===== src/rtl/rxu_ram.sv =====
// generic single write, single read ram with registered read data
// no dependencies

module rxu_ram #(
  parameter int WIDTH = 32,
  parameter int DEPTH = 16
) (
  input  logic                     clk,
  input  logic                     we,
  input  logic [$clog2(DEPTH)-1:0] waddr,
  input  logic [WIDTH-1:0]         wdata,
  input  logic                     re,
  input  logic [$clog2(DEPTH)-1:0] raddr,
  output logic [WIDTH-1:0]         rdata
);

  logic [WIDTH-1:0] mem [DEPTH];

  always_ff @(posedge clk) begin
    if (we) begin
      mem[waddr] <= wdata;
    end
  end

  // read returns the old word on a same-cycle write
  always_ff @(posedge clk) begin
    if (re) begin
      rdata <= mem[raddr];
    end
  end

endmodule


===== config.mk =====
export PLATFORM = sky130hd
export DESIGN_NAME = rxu_ram
export DESIGN_NICKNAME = d
export VERILOG_FILES = /design/src/rtl/rxu_ram.sv
export SDC_FILE = /design/constraint.sdc
export NUM_CORES = 1
export LEC_CHECK = 0
export BUFFER_PORTS_ARGS = -buffer_cell sky130_fd_sc_hd__clkbuf_2
export CAP_MARGIN = 20
export CORE_AREA = 2 2 267 269
export CTS_CLUSTER_SIZE = 8
export DETAILED_ROUTE_END_ITERATION = 16
export DIE_AREA = 0 0 269 271
export PLACE_DENSITY_LB_ADDON = 0.2
export SYNTH_ARGS = -nofsm -noshare
export SYNTH_HDL_FRONTEND = slang
export SYNTH_SLANG_ARGS = --single-unit

===== constraint.sdc =====
create_clock -name clk -period 4.1 [get_ports clk]
set_clock_uncertainty 0.15 [all_clocks]
set_input_delay 0.41 -clock clk [delete_from_list [all_inputs] [get_ports clk]]
set_output_delay 0.41 -clock clk [all_outputs]
set_load 0.005 [all_outputs]

==> qor.yml <==
route:
  wl_mm: 48.0
  drtIter0Drc: 762
  via_per_inst: 4.73
  ant_nets: 0
  vias: 9120
  drt_first_pass_iters: 5
  routedWlPerCell_um: 24.9
  drc: 0
timing:
  tightest_slew_ps: 846
  fin_hold_ws_ps: 73.4
  final_hold_viol_count: 0
  drv_slew: 0
  fin_crit_ps: 2050
  rsz0062_at_grt: "false"
  maxSlewHeadroom: 0.435
  period_share: 0.499
  setup_tns_ps: 0
  fmax_ghz: 0.489
  setup_viol: 0
cells_and_area:
  layout-drive-gt1-share: 0.345
  fin_nets: 1024
  area_growth_pct: 19.0
synthesis:
  synthArstFlopShare: 0
  syn_avg_cell_area_um2: 24.1
  synth_top_area_frac: 0.810
  synth_commonest_cells: "edfxtp_1 (544), mux4_2 (128), a22oi_1 (64), nand2_1 (33), clkbuf_1 (17)"
  synth_most_common_cell: "edfxtp_1"
  synth_area_mm2: 0.0202
  synth_edf_count: 544
  yosysTopAreaCell: "edfxtp_1"
  synth_seq_cells: 544
  synth_ff_type: "edfxtp_1"
  ys_top_cells_by_area: "edfxtp_1 (81%), mux4_2 (14%), a22oi_1 (2.4%), nand2_1 (0.61%), buf_4 (0.41%)"
  syn_inst: 838
  ys.warnings.count: 0
  synth_nets: 881
  ys_seq_area_frac: 0.810
  synth.distinct_cells: 17
placed_design:
  gp_congestion: 0.666
  dp_hpwl_mm: 25.4
  numPortBuffers: 74
global_routing:
  grt_pass1_wl_mm: 70.1
  gr-total-overflow: 0
  antenna_found_initial: 3
  grt_use_total: 0.135
  grt_max_degree: 49
  grt_pass1_vias: 9967
power_and_ir_drop:
  p_per_area_mw_per_mm2: 517
  combPwrFrac: 0.044
  leakagePower_uw: 0.00759
  peakVddDrop_mv: 0.275
  power.share.sequential: 0.509
  p_sw_frac: 0.202
  netSwitchingPower_uw: 2510
  power_frac_clock: 0.447
  power.total_uw: 12400
  power.internal_uw: 9910
floorplan:
  die-area_mm2: 0.0729
  initial_core_util: 0.289
  die_w_um: 269
  fp.dieH_um: 271
  core.rowCount: 97
  coreArea_mm2: 0.0698
  io_pins: 75
clocking:
  clock_path_buffers: 3
  clock_latency_ps: 590
  clkSlewWorstSetupHoldPaths_ps: 50
  cts_resized: 0
  cts_root_buffer: "clkbuf_16"
  cts_buffers: 77
  post_cts_buffers: 0
  clock_sinks: 544
  cts_max_level: 3
  cts_hold_buf: 0
  cts_tree: "yes"
worst_setup_path:
  reg2reg_depth: 3
  cp_data_arrival_time_ps: 2240
  reg2reg_from: "mem[11][5]$_DFFE_PP_"
  critPathMaxFanout: 39
  r2r_end: "rdata[5]$_DFFE_PP_"
  crit_required_ps: 4290
  critPathLaunchType: "input port"
  crit_type: "in2reg"
  r2r_slack_ps: 2440
  cp-end-kind: "register"
min_path:
  hold_end: "mem[1][14]$_DFFE_PP_"
  hp-class: "in2reg"
  hp-start: "wdata[14]"
  holdPathStages: 1
run:
  drv_cap: 0
status:
  status: "finished, final reports clean"
power groups by stage:
stage          combinational [µW]  sequential, µW  clock, µW
2_1_floorplan                 299            6410          0
3_3_place_gp                  559            6420          0
3_5_place_dp                  565            6420          0
4_1_cts                       565            6320       5710
5_1_grt                       601            6320       5920
6_report                      545            6320       5550
cell usage in the layout (no fill, tap or decap):
cell,synthesis,routed
edfxtp_1,544,544
mux4_2,128,128
clkbuf_16,0,80
clkbuf_2,0,72
a22oi_1,64,64
nand2_1,33,33
buf_4,11,27
nor2_4,0,13
buf_12,0,6
nor3_2,0,4
inv_6,0,3
nor2b_4,0,2
nand3b_1,2,2
nand2b_1,2,2
diode_2,0,1
and2_2,0,1
nand3_1,1,1
or3b_2,1,1
clkinv_8,0,1
clkbuf_8,0,1
buf_6,2,1
critical path, cell delays in order:
cell      delay, ps
clkbuf_8        420
buf_4           470
mux4_2          550
a22oi_1         240
nand2_1          80
layout make-up:
class	instances	area, µm²
flip-flops and latches	544	16300
fillers	6466	45800
clock inverters	4	42.5
clock buffers	80	2000
diodes	1	2.50
multi-input cells	251	3750
repair buffers	107	708
well taps	940	1180
through the flow:
stage | std cells | util | worst slack (ps) | area [µm²]
CTS | 1926 | 0.344 | 2010 | 24000
global route | 1926 | 0.344 | 1850 | 24000
finish | 1927 | 0.344 | 2050 | 24000
floorplan | 838 | - | 360 | 20200
global placement | 1842 | 0.315 | 1350 | 22000
detailed placement | 1842 | 0.315 | 1370 | 22000
how the worst max path moves through the flow:
stage          cells past startpoint             endpoint  slack, ps     start
2_1_floorplan                      2  mem[0][0]$_DFFE_PP_        360  waddr[2]
3_3_place_gp                       5   rdata[6]$_DFFE_PP_       1350  raddr[0]
3_5_place_dp                       5   rdata[6]$_DFFE_PP_       1370  raddr[0]
4_1_cts                            5   rdata[6]$_DFFE_PP_       2010  raddr[0]
5_1_grt                            5   rdata[9]$_DFFE_PP_       1850  raddr[0]
6_report                           5   rdata[6]$_DFFE_PP_       2050  raddr[0]
cells by family after synthesis:
logic type      count (synthesis)  share of synthesized area
simple gates                   59                     0.0125
compound gates                 64                     0.0238
flops                         544                      0.810
mux                           128                      0.143
buf+inv                        43                     0.0110
sequential cells by signal, summed over array words and instances, names as in the netlist:
register	flops
rdata	32
mem	512
metal layers:
layer,up-vias,GRT usage,wire (µm)
li1,3866,-,-
met1,4958,0.196,22600
met2,230,0.203,22100
met3,62,0.0290,2520
met4,4,0.0402,734
met5,-,0,29
(Power assumes the default switching activity.)
